**config.mk**
```make
export PLATFORM = sky130hd
export DESIGN_NAME = radio_rx_frame_header_filter
export DESIGN_NICKNAME = d
export VERILOG_FILES = /design/src/design/rxfhf_pkg.sv /design/src/design/radio_rx_frame_header_filter.sv
export SDC_FILE = /design/constraint.sdc
export NUM_CORES = 1
export LEC_CHECK = 0
export BUFFER_PORTS_ARGS = -buffer_cell sky130_fd_sc_hd__buf_2
export CORE_MARGIN = 4
export CORE_UTILIZATION = 55
export CTS_CLUSTER_SIZE = 25
export DETAILED_ROUTE_END_ITERATION = 6
export PLACE_DENSITY = 0.82
export SYNTH_ARGS = -nofsm -noshare
export SYNTH_HDL_FRONTEND = slang
export SYNTH_SLANG_ARGS = --single-unit
```
**constraint.sdc**
```tcl
create_clock -name clock -period 6.85 [get_ports clock]
set_input_delay 1.37 -clock clock [delete_from_list [all_inputs] [get_ports clock]]
set_output_delay 1.37 -clock clock [all_outputs]
set_load 0.005 [all_outputs]
```
**src/design/rxfhf_pkg.sv**
```systemverilog
// Shared types and constants for the receive frame header filter.
`default_nettype none

package rxfhf_pkg;

   // Parser phase within one frame
   typedef enum logic [2:0] {
      PH_LENGTH  = 3'd0,
      PH_TARGET  = 3'd1,
      PH_SENDER  = 3'd2,
      PH_CONTROL = 3'd3,
      PH_PAYLOAD = 3'd4
   } phase_type;

   // Result kind codes
   typedef enum logic [1:0] {
      KIND_ACCEPT  = 2'd0,
      KIND_REJECT  = 2'd1,
      KIND_PAYLOAD = 2'd2
   } kind_type;

   // Configuration register indexes (byte address / 4)
   localparam logic [1:0] REG_NODE_ADDRESS      = 2'd0;
   localparam logic [1:0] REG_BROADCAST_ADDRESS = 2'd1;
   localparam logic [1:0] REG_SPY_MODE          = 2'd2;

   localparam int unsigned ADDR_W = 10;
   localparam logic [ADDR_W-1:0] NODE_ADDRESS_RESET      = 10'd0;
   localparam logic [ADDR_W-1:0] BROADCAST_ADDRESS_RESET = 10'd255;

   // Control byte fields
   localparam int unsigned CTL_ACK_SENT_BIT = 7;
   localparam int unsigned CTL_ACK_REQ_BIT  = 6;
   localparam logic [7:0] TARGET_HI_MASK = 8'h0C;
   localparam logic [7:0] SENDER_HI_MASK = 8'h03;

   // Input beat
   typedef struct packed {
      logic [7:0] fifo_byte;
      logic       frame_start;
   } req_beat_type;

   // Result beat
   typedef struct packed {
      kind_type          kind;
      logic [ADDR_W-1:0] target_id;
      logic [ADDR_W-1:0] sender_id;
      logic              is_ack;
      logic              wants_ack;
      logic [5:0]        data_length;
      logic [7:0]        data_byte;
      logic              last;
   } rsp_beat_type;

endpackage

`default_nettype wire

```
**src/design/radio_rx_frame_header_filter.sv**
```systemverilog
// Receive frame header filter: parses FIFO bytes into header verdicts and payload beats.
//
// Input channel (req_): one received byte per beat, with frame_start marking the
// length byte of a new frame. A beat is taken at a clock edge with req_valid high
// and req_stall low.
// Result channel (rsp_): header verdicts (accepted or rejected) on the control
// byte, then payload bytes of accepted frames with last on the final one.
// Length, target and sender bytes, stray bytes and dropped payload yield no result.
// A result enters the output register when its beat is taken, or the skid register
// if the output is held. Throughput: one byte per cycle while req_stall is low; the
// parser state updates in a single registered pass per byte.
// When the receiver stalls, the result register holds and one further result
// parks in a skid register; req_stall rises only while that skid register is full.
// Reset (synchronous, active high) returns the parser to expecting a length byte,
// empties both result registers and loads the register defaults (node 0,
// broadcast 255, spy mode off).
// Configuration (csr_): APB-style, registers at byte addresses 0, 4 and 8; write
// them only while the block is idle.
`default_nettype none

module radio_rx_frame_header_filter #(
   parameter int unsigned MAX_FRAME_LENGTH = 66
) (
   input  wire logic                  clock,
   input  wire logic                  reset,
   // input channel
   input  wire logic                  req_valid,
   output logic                       req_stall,
   input  wire rxfhf_pkg::req_beat_type req_data,
   // result channel
   output logic                       rsp_valid,
   input  wire logic                  rsp_stall,
   output rxfhf_pkg::rsp_beat_type    rsp_data,
   // configuration port
   input  wire logic                  csr_psel,
   input  wire logic                  csr_penable,
   input  wire logic                  csr_pwrite,
   input  wire logic [3:0]            csr_paddr,
   input  wire logic [31:0]           csr_pwdata,
   output logic [31:0]                csr_prdata,
   output logic                       csr_pready
);

   localparam int unsigned LenW = $clog2(MAX_FRAME_LENGTH + 1);
   localparam logic [7:0]      LenLimitByte = 8'(MAX_FRAME_LENGTH);
   localparam logic [LenW-1:0] LenLimit     = LenW'(MAX_FRAME_LENGTH);
   localparam logic [LenW-1:0] HeaderLen    = LenW'(3);
   localparam logic [LenW-1:0] OneLeft      = LenW'(1);

   // ---------------------------------------------------------------- config
   logic [rxfhf_pkg::ADDR_W-1:0] node_address_ff;
   logic [rxfhf_pkg::ADDR_W-1:0] broadcast_address_ff;
   logic                         spy_mode_ff;
   logic                         csr_write;
   logic [1:0]                   csr_index;

   assign csr_pready = 1'b1;
   assign csr_write  = csr_psel && csr_penable && csr_pwrite && csr_pready;
   assign csr_index  = csr_paddr[3:2];

   // Write the addressed register
   always_ff @(posedge clock) begin
      if (reset) begin
         node_address_ff      <= rxfhf_pkg::NODE_ADDRESS_RESET;
         broadcast_address_ff <= rxfhf_pkg::BROADCAST_ADDRESS_RESET;
         spy_mode_ff          <= 1'b0;
      end else if (csr_write) begin
         case (csr_index)
            rxfhf_pkg::REG_NODE_ADDRESS: begin
               node_address_ff <= csr_pwdata[rxfhf_pkg::ADDR_W-1:0];
            end
            rxfhf_pkg::REG_BROADCAST_ADDRESS: begin
               broadcast_address_ff <= csr_pwdata[rxfhf_pkg::ADDR_W-1:0];
            end
            rxfhf_pkg::REG_SPY_MODE: begin
               spy_mode_ff <= csr_pwdata[0];
            end
            default: begin
            end
         endcase
      end
   end

   // Return the addressed register
   always_comb begin
      case (csr_index)
         rxfhf_pkg::REG_NODE_ADDRESS:      csr_prdata = 32'(node_address_ff);
         rxfhf_pkg::REG_BROADCAST_ADDRESS: csr_prdata = 32'(broadcast_address_ff);
         rxfhf_pkg::REG_SPY_MODE:          csr_prdata = 32'(spy_mode_ff);
         default:                          csr_prdata = 32'd0;
      endcase
   end

   // ---------------------------------------------------------------- parser
   rxfhf_pkg::phase_type phase_ff, phase_in;
   logic [LenW-1:0]      frame_length_ff, frame_length_in;
   logic [LenW-1:0]      bytes_left_ff, bytes_left_in;
   logic [7:0]           target_low_ff, target_low_in;
   logic [7:0]           sender_low_ff, sender_low_in;
   logic                 dropping_ff, dropping_in;

   logic                         req_take;
   logic [7:0]                   rx_byte;
   logic [rxfhf_pkg::ADDR_W-1:0] target_id;
   logic [rxfhf_pkg::ADDR_W-1:0] sender_id;
   logic                         long_enough;
   logic                         frame_ok;
   logic [LenW-1:0]              data_len;
   logic                         final_byte;

   assign req_take    = req_valid && !req_stall;
   assign rx_byte     = req_data.fifo_byte;
   assign target_id   = {rx_byte[3:2] & rxfhf_pkg::TARGET_HI_MASK[3:2], target_low_ff};
   assign sender_id   = {rx_byte[1:0] & rxfhf_pkg::SENDER_HI_MASK[1:0], sender_low_ff};
   assign long_enough = frame_length_ff >= HeaderLen;
   assign frame_ok    = (spy_mode_ff || target_id == node_address_ff
                         || target_id == broadcast_address_ff) && long_enough;
   assign data_len    = long_enough ? frame_length_ff - HeaderLen : '0;
   assign final_byte  = bytes_left_ff <= OneLeft;

   // Next parser state for the byte on the input
   always_comb begin
      phase_in        = phase_ff;
      frame_length_in = frame_length_ff;
      bytes_left_in   = bytes_left_ff;
      target_low_in   = target_low_ff;
      sender_low_in   = sender_low_ff;
      dropping_in     = dropping_ff;
      if (req_data.frame_start) begin
         frame_length_in = (rx_byte > LenLimitByte) ? LenLimit : LenW'(rx_byte);
         bytes_left_in   = '0;
         dropping_in     = 1'b0;
         phase_in        = rxfhf_pkg::PH_TARGET;
      end else begin
         case (phase_ff)
            rxfhf_pkg::PH_LENGTH: begin
            end
            rxfhf_pkg::PH_TARGET: begin
               target_low_in = rx_byte;
               phase_in      = rxfhf_pkg::PH_SENDER;
            end
            rxfhf_pkg::PH_SENDER: begin
               sender_low_in = rx_byte;
               phase_in      = rxfhf_pkg::PH_CONTROL;
            end
            rxfhf_pkg::PH_CONTROL: begin
               bytes_left_in = data_len;
               if (data_len == '0) begin
                  phase_in    = rxfhf_pkg::PH_LENGTH;
                  dropping_in = 1'b0;
               end else begin
                  phase_in    = rxfhf_pkg::PH_PAYLOAD;
                  dropping_in = !frame_ok;
               end
            end
            rxfhf_pkg::PH_PAYLOAD: begin
               if (final_byte) begin
                  bytes_left_in = '0;
                  phase_in      = rxfhf_pkg::PH_LENGTH;
                  dropping_in   = 1'b0;
               end else begin
                  bytes_left_in = bytes_left_ff - OneLeft;
               end
            end
            default: begin
               phase_in = rxfhf_pkg::PH_LENGTH;
            end
         endcase
      end
   end

   // Advance the parser on each taken beat
   always_ff @(posedge clock) begin
      if (reset) begin
         phase_ff        <= rxfhf_pkg::PH_LENGTH;
         frame_length_ff <= '0;
         bytes_left_ff   <= '0;
         target_low_ff   <= '0;
         sender_low_ff   <= '0;
         dropping_ff     <= 1'b0;
      end else if (req_take) begin
         phase_ff        <= phase_in;
         frame_length_ff <= frame_length_in;
         bytes_left_ff   <= bytes_left_in;
         target_low_ff   <= target_low_in;
         sender_low_ff   <= sender_low_in;
         dropping_ff     <= dropping_in;
      end
   end

   // ---------------------------------------------------------------- result
   logic                   result_hit;
   rxfhf_pkg::rsp_beat_type result;

   // Build the result for the byte on the input
   always_comb begin
      result     = '0;
      result_hit = 1'b0;
      if (!req_data.frame_start) begin
         case (phase_ff)
            rxfhf_pkg::PH_CONTROL: begin
               result_hit       = 1'b1;
               result.target_id = target_id;
               result.sender_id = sender_id;
               if (frame_ok) begin
                  result.kind        = rxfhf_pkg::KIND_ACCEPT;
                  result.is_ack      = rx_byte[rxfhf_pkg::CTL_ACK_SENT_BIT];
                  result.wants_ack   = rx_byte[rxfhf_pkg::CTL_ACK_REQ_BIT];
                  result.data_length = 6'(data_len);
                  result.last        = (data_len == '0);
               end else begin
                  result.kind = rxfhf_pkg::KIND_REJECT;
                  result.last = 1'b1;
               end
            end
            rxfhf_pkg::PH_PAYLOAD: begin
               result_hit       = !dropping_ff;
               result.kind      = rxfhf_pkg::KIND_PAYLOAD;
               result.data_byte = rx_byte;
               result.last      = final_byte;
            end
            default: begin
            end
         endcase
      end
   end

   // ---------------------------------------------------------------- output
   logic                    out_valid_ff;
   rxfhf_pkg::rsp_beat_type out_data_ff;
   logic                    skid_valid_ff;
   rxfhf_pkg::rsp_beat_type skid_data_ff;
   logic                    push;
   logic                    pop;

   assign push      = req_take && result_hit;
   assign pop       = out_valid_ff && !rsp_stall;
   assign req_stall = skid_valid_ff;
   assign rsp_valid = out_valid_ff;
   assign rsp_data  = out_data_ff;

   // Hold the output beat while stalled; park one more beat in the skid register
   always_ff @(posedge clock) begin
      if (reset) begin
         out_valid_ff  <= 1'b0;
         skid_valid_ff <= 1'b0;
      end else if (!out_valid_ff || pop) begin
         if (skid_valid_ff) begin
            out_valid_ff  <= 1'b1;
            skid_valid_ff <= push;
         end else begin
            out_valid_ff  <= push;
         end
      end else if (push) begin
         skid_valid_ff <= 1'b1;
      end
   end

   always_ff @(posedge clock) begin
      if (!out_valid_ff || pop) begin
         if (skid_valid_ff) begin
            out_data_ff  <= skid_data_ff;
            skid_data_ff <= result;
         end else begin
            out_data_ff  <= result;
         end
      end else if (push) begin
         skid_data_ff <= result;
      end
   end

   // ---------------------------------------------------------------- checks
   a_skid_behind_out: assert property (@(posedge clock) disable iff (reset)
      skid_valid_ff |-> out_valid_ff)
      else $error("skid register full while output register empty");

   a_start_to_target: assert property (@(posedge clock) disable iff (reset)
      (req_take && req_data.frame_start) |=> phase_ff == rxfhf_pkg::PH_TARGET)
      else $error("frame start did not restart the header parse");

   a_payload_count: assert property (@(posedge clock) disable iff (reset)
      phase_ff == rxfhf_pkg::PH_PAYLOAD |-> bytes_left_ff != '0)
      else $error("payload phase with no bytes left");

   a_payload_clean: assert property (@(posedge clock) disable iff (reset)
      (rsp_valid && rsp_data.kind == rxfhf_pkg::KIND_PAYLOAD)
      |-> (rsp_data.target_id == '0 && rsp_data.data_length == '0))
      else $error("payload beat carries header fields");

   a_no_result_dropping: assert property (@(posedge clock) disable iff (reset)
      (phase_ff == rxfhf_pkg::PH_PAYLOAD && dropping_ff) |-> !result_hit)
      else $error("result raised for a dropped frame");

endmodule

`default_nettype wire

```
**After elaboration in Yosys (flattened, before gate mapping)**

Index checks and enable logic that the tools add are counted.

- Word-level logic and storage cells: 105
- Output and inout port bits: 74
- Bits of input ports: 52
- Flip-flop bits (word level): 135

- Add/subtract/negate cells: 2
- Order comparisons: 3
- Reductions and logical operators: 29
- Muxes and demuxes: 32
- Equal/unequal tests: 11
- Bitwise gates (word level): 1

Operators with widths:

| cell | count |
|---|---|
| 39-bit two-way mux | 5 |
| 10-bit case mux with 3 select lines | 1 |
| 28-bit two-way mux | 1 |
| 7-bit two-way mux | 4 |
| 10-bit == test | 2 |
| 8-bit two-way mux | 2 |
| 3-bit case mux with 5 select lines | 1 |
| 7-bit case mux with 2 select lines | 1 |
| 2-bit AND reduction | 6 |
| 3-bit AND reduction | 4 |
| 1-bit two-way mux | 10 |
| 3-bit two-way mux | 3 |
| 8-bit by 7-bit greater-than comparator with 1-bit output (second input constant) | 1 |
| 7-bit by 2-bit greater-or-equal comparator with 1-bit output (second input constant) | 1 |
| 7-bit by 1-bit <= comparator with 1-bit output (second input constant) | 1 |
| 7-bit logical NOT | 1 |
| 7-bit by 1-bit subtractor with 7-bit output (second input constant) | 1 |
| 7-bit by 2-bit subtractor with 7-bit output (second input constant) | 1 |
| 3-bit by 2-bit == test with 1-bit output (second input constant) | 2 |
| 1-bit logical AND | 6 |
| 1-bit case mux with 2 select lines | 3 |
| 1-bit logical NOT | 5 |
| 2-bit != test (second input constant) | 2 |
| 2-bit case mux with 2 select lines | 1 |
| other kinds (11) | 13 |

**Depth between registers and ports, before layout**

Gate-level depths: netlist of the first run.

- Word-level depth: 9
- Depth in mapped cells: 9
- Depth with buffers taken out: 8

**Worst setup path before layout of the first run**

Ideal clock, no wire load.

- Path kind: input to register
- Start: input port rsp_stall
- End: register skid_data_ff[0] in the netlist's numbering, enable pin
- Cell stages on the path: 3
- Buffers on the path: 0
- Setup time: 395 ps
- Slack: 3124 ps
- Arrival: 3331 ps
- Required time: 6455 ps
- Cell sequence: nand2_1 nor3_1 a21o_1

- Longest elaborated chain between the ends: 5
- Elaborated cells on any way between the ends: 6
- Those cells by class: eq/ne: 1; reduce/logical: 5

Ends and longest elaborated chain:

| element | RTL line | text |
|---|---|---|
| start, declared | radio_rx_frame_header_filter.sv:32 | `input wire logic rsp_stall,` |
| 1-bit logical NOT (*) | radio_rx_frame_header_filter.sv:237 | `assign pop = out_valid_ff && !rsp_stall;` |
| 1-bit logical AND (*) | radio_rx_frame_header_filter.sv:237 |  |
| 1-bit logical OR (*) | radio_rx_frame_header_filter.sv:260 | `if (!out_valid_ff \|\| pop) begin` |
| 2-bit != test (no line) or 2-bit nonzero test (tied branches) | -- |  |
| 2-bit AND reduction (no line) (*) | -- |  |
| end signal, assigned | radio_rx_frame_header_filter.sv:263 | `skid_data_ff <= result;` |
| end signal, assigned | radio_rx_frame_header_filter.sv:268 | `skid_data_ff <= result;` |
| end, declared | radio_rx_frame_header_filter.sv:232 | `rxfhf_pkg::rsp_beat_type skid_data_ff;` |

Mark *: on every way between the ends. The rest lies on a longest branch, timed or not.
A chain may end at the register's enable or synchronous reset.

**Worst setup path in the final report of the first run**

- Start: input port csr_paddr[2]
- End: output port csr_prdata[8]

- Longest elaborated chain between the ends: 2
- Elaborated cells on any way between the ends: 4
- Those cells by class: eq/ne: 2; mux: 1; reduce/logical: 1

Ends and longest elaborated chain:

| element | RTL line | text |
|---|---|---|
| start, declared | radio_rx_frame_header_filter.sv:38 | `input wire logic [3:0] csr_paddr,` |
| 2-bit == test, or another cell as far along | radio_rx_frame_header_filter.sv:86 | `case (csr_index)` |
| 10-bit case mux with 3 select lines (*) | radio_rx_frame_header_filter.sv:86 |  |
| end, declared | radio_rx_frame_header_filter.sv:40 | `output logic [31:0] csr_prdata,` |

Marks and branches as above.

==> results of run 1 <==
[cell usage after synthesis, drive strengths merged (3+ instances only)]
cell and number:
a211oi 3, a21oi 20, a22oi 5, and2 26, buf 33, clkbuf 24, dfxtp 57, edfxtp 78
ha 3, inv 9, mux2 28, mux2i 32, nand2 49, nand2b 5, nand3 5, nand3b 10
nand4 5, nor2 65, nor2b 4, nor3 25, nor4 6, o21ai 13, o221ai 3, o31ai 3
o41ai 7, or2 3, xnor2 16, xor2 11
[metrics by stage]
| step | instance area [sq um] | instances | hold slack (ns) | setup slack (ns) |
|---|---|---|---|---|
| after detailed placement | 6560 | 754 | 0.456 | 3.31 |
| after CTS | 7170 | 786 | 0.469 | 3.31 |
| final | 7170 | 786 | 0.480 | 3.29 |
| after global routing | 7170 | 786 | 0.500 | 3.23 |
| after global placement | 6560 | 754 | 0.447 | 3.31 |
| after floorplan | 6270 | 589 | 0.437 | 3.12 |
[registers in the layout, summed over array words and instances, names as in the netlist]
signal	count
broadcast_address_ff	10
bytes_left_ff	7
dropping_ff	1
frame_length_ff	7
node_address_ff	10
phase_ff	3
req_stall	1
rsp_data	39
rsp_valid	1
sender_low_ff	8
skid_data_ff	39
spy_mode_ff	1
target_low_ff	8
[per-layer routing]
| layer | vias up | routed length, microns |
|---|---|---|
| met2 | 218 | 6590 |
| li1 | 2093 | - |
| met3 | 25 | 1030 |
| met5 | - | 0 |
| met1 | 2151 | 5750 |
| met4 | 0 | 196 |
[power breakdown]
group	total (W)	internal (W)	switching, W
Sequential	0.000866	0.000857	0.00000938
Combinational	0.0000917	0.0000327	0.0000590
Clock	0.000934	0.000607	0.000327
[worst max-delay path, delay by kind of cell]
kind | cells | cell delay, ns
muxes | 1 | 0.29
buffers and inverters | 2 | 0.46
and+or+nand+nor | 1 | 0.07
[cells by family after synthesis]
kind of cell / share of synthesized area
adder cells (fa/ha/maj): 0.00606
AO/OA/AOI/OAI: 0.0693
XOR/XNOR: 0.0382
flip-flops: 0.563
AND/OR/NAND/NOR: 0.164
buffers and inverters: 0.0556
other: 0.00121
multiplexers: 0.103
[worst min-delay path by stage]
stage	from	endpoint	cells after the start
final	dropping_ff	dropping_ff	2
after floorplan	dropping_ff	dropping_ff	2
after CTS	dropping_ff	dropping_ff	2
after detailed placement	dropping_ff	dropping_ff	2
after global placement	dropping_ff	dropping_ff	2
after global routing	dropping_ff	dropping_ff	2
[cell type report]
| type | count | area (sq um) |
|---|---|---|
| Clock buffer | 19 | 433 |
| Inverter | 9 | 33.8 |
| Sequential cell | 135 | 3480 |
| Clock inverter | 13 | 179 |
| Tap cell | 140 | 175 |
| Multi-Input combinational cell | 388 | 2440 |
| Fill cell | 836 | 3770 |
| Timing Repair Buffer | 82 | 420 |
==> out/metrics.yaml, run 1 <==
outcome: "finished, final reports clean"
synthToLayoutAreaGrowth_pct: 15.8
utilization: 0.655
grt_pass1_vias: 4341
io_pins: 126
cp_max_fo: 15
cp-start-kind: "input pin"
cp-startpoint: "csr_paddr[2]"
cts.clk_slew.worst_paths_ns: 0.05
drc: 0
p_leak_nw: 3.10
path_cells: "buf_2 -> mux2i_1 -> nor2_1 -> buf_2"
cp.required_ns: 5.48
cp-end-kind: "output port"
clkSinkCount: 135
r2r_slack_ns: 4.17
gr-usage-met1: 0.281
port_buffers: 78
finalSetupTns_ns: 0
synth_area_leaders: "edfxtp_1 (38%), dfxtp_1 (18%), mux2i_1 (5.2%)"
ys_seq_area_frac: 0.563
nets: 688
cts_tree: "built"
syn_avg_cell_area_sq_um: 10.9
start_util: 0.566
timing.critical_path.mode_cell: "buf_2"
clock_path_buffers: 2
rsz0062_at_grt: "false"
r2r_start: "phase_ff[2]"
grt_pass1_wl_mm: 21.9
crit_slowest_cell: "buf_2"
rows: 38
htree_levels: 4
endpoint: "csr_prdata[8]"
synth.distinct_cells: 47
viasPerCell: 5.71
cts_made_buffers: 17
cts_root_buf: "clkbuf_16"
hold_viol_final: 0
critical_path_class: "input pin to output port"
coreArea_sq_mm: 0.0109
layout-drive-gt1-share: 0.221
grt_max_degree: 58
synth.ff_latch_count: 135
synthArstFlopShare: 0
rr_worst_depth: 6
dr.pass1.iters: 6
fin_crit_sh: 0.520
clock.fmax_mhz: 281
relSlewSlack: 0.246
routed_wl_mm: 13.6
yosysWarningCount: 0
max-vdd-ir-drop_mv: 0.159
wl_per_cell_microns: 17.3
top_usage_layer: "met2"
track_usage: 0.213
ctsResizeCount: 0
postCtsHoldBufs: 0
critPathArrivalTime_ns: 2.19
synth_edf_count: 78
die_y_microns: 114
setup_viol: 0
finalCriticalPeriod_ns: 3.56
grt_overflow_total: 0
synth_area_leader_cell: "edfxtp_1"
cpPeakStageDelay_ns: 0.33
power_w: 0.00189
floorplan.die_area_sq_mm: 0.0130
postRouteAntennaNets: 0
final_cell_mix: "buf_2 (78), edfxtp_1 (78), nor2_1 (65), dfxtp_1 (56), nand2_1 (49)"
yosys.area.top_type_share: 0.378
dp_hpwl_mm: 8.75
syn_area_sq_mm: 0.00619
gp_congestion: 0.819
synthFlopType: "edfxtp_1"
fin_skew_ns: 0.0138
use_met3: 0.0560
drt_iter0_markers: 472
antenna_found_initial: 0
die_w_microns: 114
power.density_cell_area_mw_per_mm2: 264
met2_usage: 0.348
hp-class: "flop to flop"
postCtsSetupBuffers: 0
reg2reg_to: "skid_data_ff[32]"
drv_cap: 0
synth_cells: 568
insertion_delay_ns: 0.41
insertedDiodeCount: 0
worst-slew-pin-transition_ns: 1.13
final_max_slew_viol_count: 0
vias: 4487
No activity file was read; power rests on OpenSTA's default activity.
==> run 2: changes to the inputs <==
--- a/config.mk
+++ b/config.mk
@@ -7,10 +7,10 @@
 export LEC_CHECK = 0
 export BUFFER_PORTS_ARGS = -buffer_cell sky130_fd_sc_hd__buf_2
 export CORE_MARGIN = 4
-export CORE_UTILIZATION = 55
+export CORE_UTILIZATION = 50
 export CTS_CLUSTER_SIZE = 25
 export DETAILED_ROUTE_END_ITERATION = 6
-export PLACE_DENSITY = 0.82
+export PLACE_DENSITY = 0.79
 export SYNTH_ARGS = -nofsm -noshare
 export SYNTH_HDL_FRONTEND = slang
 export SYNTH_SLANG_ARGS = --single-unit
==> constraint.sdc (replaced) <==
create_clock -name clock -period 3.2 [get_ports clock]
set_input_delay 0.64 -clock clock [delete_from_list [all_inputs] [get_ports clock]]
set_output_delay 0.64 -clock clock [all_outputs]
set_load 0.005 [all_outputs]
==> out/metrics.yaml, run 2 (synthesized netlist as in run 1, its figures left out) <==
outcome: "finished, final reports clean"
hold_path_startpoint: "csr_pwdata[2]"
holdPathStages: 3
die_w_microns: 119
setup_viol: 0
hp-class: "input pin to flop"
min_to: "broadcast_address_ff[2]"
cp-start-kind: "flop"
max-vdd-ir-drop_mv: 0.372
reg2reg_to: "bytes_left_ff[3]"
floorplan.die_area_sq_mm: 0.0142
crit_buf_inv: 0
fin_crit_sh: 0.810
htree_levels: 4
layout-drive-gt1-share: 0.227
placedCellCount: 784
clock_path_buffers: 2
fill_cells: 968
grt_overflow_total: 0
cp-end-kind: "flop"
rsz0062_at_grt: "false"
die_y_microns: 119
ctsResizeCount: 0
grt_pass1_wl_mm: 21.8
finalCriticalPeriod_ns: 2.59
finalSetupTns_ns: 0
vias: 4486
hold_viol_final: 0
postCtsHoldBufs: 0
drv_cap: 0
cp_max_fo: 17
drc: 0
track_usage: 0.192
start_util: 0.513
viasPerCell: 5.50
dr.pass1.iters: 5
power_w: 0.00403
layout.cells.non_filler: 816
rr_worst_depth: 7
rows: 40
io_pins: 126
power.density_cell_area_mw_per_mm2: 559
dp_hpwl_mm: 8.87
postCtsSetupBuffers: 0
routed_wl_mm: 13.5
cts.clk_slew.worst_paths_ns: 0.06
relSlewSlack: 0.336
r2r_start: "frame_length_ff[0]"
cts_tree: "built"
postRouteAntennaNets: 0
grt_max_degree: 58
gp_congestion: 0.837
cp.required_ns: 3.47
grt_pass1_vias: 4386
insertion_delay_ns: 0.42
path_cells: "ha_1 -> or3_1 -> and3b_1 -> or2_2 -> o22ai_1 -> a22oi_1 -> nor2_1"
synthToLayoutAreaGrowth_pct: 16.5
crit_slowest_cell: "and3b_1"
worst-slew-pin-transition_ns: 0.996
insertedDiodeCount: 0
final_cell_mix: "buf_2 (78), edfxtp_1 (78), nor2_1 (65), dfxtp_1 (56), nand2_1 (48)"
cts_made_buffers: 17
clkSinkCount: 135
nets: 690
port_buffers: 78
p_leak_nw: 3.11
design_area_sq_mm: 0.00721
clock.fmax_mhz: 386
fin_skew_ns: 0.00610
cp_top_family: "simple AND/OR/NAND/NOR gates"
critical_path_class: "flop to flop"
r2r_slack_ns: 0.61
cts_root_buf: "clkbuf_16"
coreArea_sq_mm: 0.0121
cpPeakStageDelay_ns: 0.67
final_max_slew_viol_count: 0
critPathArrivalTime_ns: 2.86
wl_per_cell_microns: 16.5
antenna_found_initial: 0
drt_iter0_markers: 267
placed_area_sq_mm: 0.00661
==> run 2: cell types whose count changed in the layout (fill, tap and decap cells not counted), moves of 2 or more <==
cell / before / now
clkinvlp_4: 3 / 1
clkinv_2: 3 / 1
buf_4: 4 / 6
clkinv_4: 1 / 4
==> run 2: worst min-delay path: stages <==
cell	delay, ns
buf_2	0.09
nand2_1	0.04
nand3b_1	0.07
==> run 2: power breakdown <==
| group | internal, W | switching, W |
|---|---|---|
| sequential | 0.00183 | 0.0000203 |
| combinational | 0.0000715 | 0.000125 |
| clock | 0.00123 | 0.000749 |
| total | 0.00314 | 0.000895 |
==> run 2: cell type report <==
type,count,area (sq um),area share
flip-flops and latches,135,3480,0.483
multi-input cells,388,2440,0.339
repair buffers,84,435,0.0604
clock buffers,18,429,0.0595
well taps,168,210,0.0291
clock inverters,14,175,0.0243
inverters,9,33.8,0.00468
==> run 2: worst max-delay path by stage <==
stage,startpoint,to,slack (ns),cells past startpoint
2_1_floorplan,rsp_stall,skid_data_ff[0],0.20,3
3_3_place_gp,req_data[3],rsp_data[13],0.65,8
3_5_place_dp,req_data[4],rsp_data[12],0.56,8
4_1_cts,frame_length_ff[0],bytes_left_ff[3],0.66,7
5_1_grt,frame_length_ff[0],bytes_left_ff[3],0.51,7
6_report,frame_length_ff[0],bytes_left_ff[3],0.61,7
==> run 2: per-stage QoR <==
stage                     hold slack (ns)  setup WS (ns)  utilization
final                               0.451          0.609        0.598
after floorplan                     0.437          0.204            -
after CTS                           0.436          0.661        0.598
after global placement              0.447          0.651        0.548
after detailed placement            0.466          0.563        0.548
after global routing                0.453          0.510        0.598
==> run 2: layer usage <==
metal  track usage  vias to the layer above  wire length [microns]  part of all wire
li1              -                     2104                      -                 -
met1         0.238                     2179                   5760              0.43
met2         0.327                      189                   6620              0.49
met4        0.0579                        0                    142             0.011
met5             0                        -                      0                 0
met3        0.0499                       14                    937             0.070
==> run 3: changes to the inputs <==
--- a/config.mk
+++ b/config.mk
@@ -7,10 +7,10 @@
 export LEC_CHECK = 0
 export BUFFER_PORTS_ARGS = -buffer_cell sky130_fd_sc_hd__buf_2
 export CORE_MARGIN = 4
-export CORE_UTILIZATION = 50
+export CORE_UTILIZATION = 55
 export CTS_CLUSTER_SIZE = 25
 export DETAILED_ROUTE_END_ITERATION = 6
-export PLACE_DENSITY = 0.79
+export PLACE_DENSITY = 0.82
 export SYNTH_ARGS = -nofsm -noshare
 export SYNTH_HDL_FRONTEND = slang
 export SYNTH_SLANG_ARGS = --single-unit
==> constraint.sdc (replaced) <==
create_clock -name clock -period 2.4 [get_ports clock]
set_input_delay 0.48 -clock clock [delete_from_list [all_inputs] [get_ports clock]]
set_output_delay 0.48 -clock clock [all_outputs]
set_load 0.005 [all_outputs]
==> out/metrics.yaml, run 3 (synthesized netlist as in run 1, its figures left out) <==
cp.required_ns: 2.53
critical_path_class: "flop to flop"
max-vdd-ir-drop_mv: 0.425
holdPathStages: 3
pwr-share-comb: 0.049
cts.clk_slew.worst_paths_ns: 0.06
grt_pass1_wl_mm: 21.6
coreArea_sq_mm: 0.0109
hold_path_startpoint: "csr_pwdata[2]"
utilization: 0.671
outcome: "finished, final reports clean"
gp_congestion: 0.843
routed_wl_mm: 13.4
drv_cap: 0
layout-drive-gt1-share: 0.250
path_cells: "ha_1 -> or3_1 -> and3b_2 -> buf_4 -> o21ai_0 -> o21ai_0"
cp-start-kind: "flop"
vias: 4514
grt_pass1_vias: 4433
htree_levels: 4
whs_ns: 0.293
drc: 0
clkSinkCount: 135
port_buffers: 78
switchingPower_w: 0.00119
min_to: "broadcast_address_ff[2]"
insertedDiodeCount: 0
worst-slew-pin-transition_ns: 0.743
cts_made_buffers: 17
wl_per_cell_microns: 16.7
floorplan.die_area_sq_mm: 0.0130
start_util: 0.566
cp-end-kind: "flop"
r2r_start: "frame_length_ff[0]"
antenna_found_initial: 0
layout.cells.non_filler: 801
track_usage: 0.210
fin_skew_ns: 0.00826
critPathArrivalTime_ns: 2.42
rows: 38
place_ws_ns: 0.112
p_clk_frac: 0.502
die_w_microns: 114
viasPerCell: 5.64
swShare: 0.215
p_seq_frac: 0.448
internal_power_w: 0.00433
drt_iter0_markers: 496
clock_path_buffers: 2
cp_max_fo: 11
clock.fmax_mhz: 438
rr_worst_depth: 6
io_pins: 126
fin_crit_sh: 0.952
die_y_microns: 114
fill_cells: 804
power.density_cell_area_mw_per_mm2: 751
nets: 703
postRouteAntennaNets: 0
reg2reg_to: "rsp_data[37]"
crit_slowest_cell: "dfxtp_1"
relSlewSlack: 0.502
grt_max_degree: 56
final_cell_mix: "buf_2 (78), edfxtp_1 (78), nor2_1 (65), dfxtp_1 (56), nand2_1 (48)"
insertion_delay_ns: 0.41
fin_ws_ns: 0.115
final_max_slew_viol_count: 0
p_leak_nw: 3.20
cpPeakStageDelay_ns: 0.47
finalCriticalPeriod_ns: 2.29
setup_viol: 0
finalSetupTns_ns: 0
dr.pass1.iters: 5
grt_overflow_total: 0
hp-class: "input pin to flop"
cts_tree: "built"
dp_hpwl_mm: 9.20
placedCellCount: 769
synthToLayoutAreaGrowth_pct: 18.6
cts_root_buf: "clkbuf_16"
r2r_slack_ns: 0.11
hold_viol_final: 0
timing.critical_path.mode_cell: "o21ai_0"
==> run 3: changes by cell type in the layout (fill, tap and decap cells not counted), sizes merged <==
cell,before,now
buf,84,97
clkinv,6,4
bufinv,3,4
inv,12,13
==> run 3: metrics by stage <==
step	area [sq um]	total power (W)
floorplan	6270	0.00271
global placement	6700	0.00277
detailed placement	6700	0.00278
CTS	7330	0.00554
global route	7340	0.00568
finish	7340	0.00551
==> run 3: power groups by stage <==
| stage | Sequential [W] | Clock [W] | Combinational [W] |
|---|---|---|---|
| after global routing | 0.00247 | 0.00291 | 0.000302 |
| after floorplan | 0.00251 | 0 | 0.000201 |
| final | 0.00247 | 0.00277 | 0.000272 |
| after detailed placement | 0.00252 | 0 | 0.000265 |
| after global placement | 0.00252 | 0 | 0.000256 |
| after CTS | 0.00247 | 0.00281 | 0.000268 |
==> run 3: area by class of cell <==
type / instances / area (sq um) / share of cell area
Clock buffer: 18 / 439 / 0.0598
Clock inverter: 14 / 196 / 0.0268
Inverter: 9 / 33.8 / 0.00460
Multi-Input combinational cell: 388 / 2450 / 0.334
Sequential cell: 135 / 3480 / 0.475
Tap cell: 140 / 175 / 0.0239
Timing Repair Buffer: 97 / 558 / 0.0760
==> run 3: metal layers <==
metal / track usage / vias to the layer above / wire length, microns
li1: - / 2140 / -
met1: 0.265 / 2126 / 5530
met2: 0.349 / 211 / 6470
met3: 0.0544 / 37 / 1080
met4: 0.0800 / 0 / 317
met5: 0 / - / 0
==> run 3: what timing repair did <==
item	in CTS	in global routing
buffers inserted	0	0
resized for setup	0	3
endpoints found under the setup margin	0	4
hold buffers	0	0
==> run 3: worst max-delay path by stage <==
stage / startpoint / to / slack, ns / cells after the start
5_1_grt: frame_length_ff[0] / rsp_data[37] / -0.03 / 6
2_1_floorplan: phase_ff[2] / skid_data_ff[0] / 0.22 / 7
3_3_place_gp: req_data[3] / rsp_data[14] / 0.15 / 7
6_report: frame_length_ff[0] / rsp_data[37] / 0.11 / 6
3_5_place_dp: req_data[3] / rsp_data[12] / 0.11 / 7
4_1_cts: frame_length_ff[2] / rsp_data[0] / 0.06 / 6
==> run 3: worst max-delay path, delay by kind of cell (launching register included) <==
kind,cells,cell delay (ns)
flip-flops,1,0.47
adder cells (fa/ha/maj),1,0.31
buffers and inverters,1,0.19
AO/OA/AOI/OAI,2,0.55
AND/OR/NAND/NOR,2,0.49
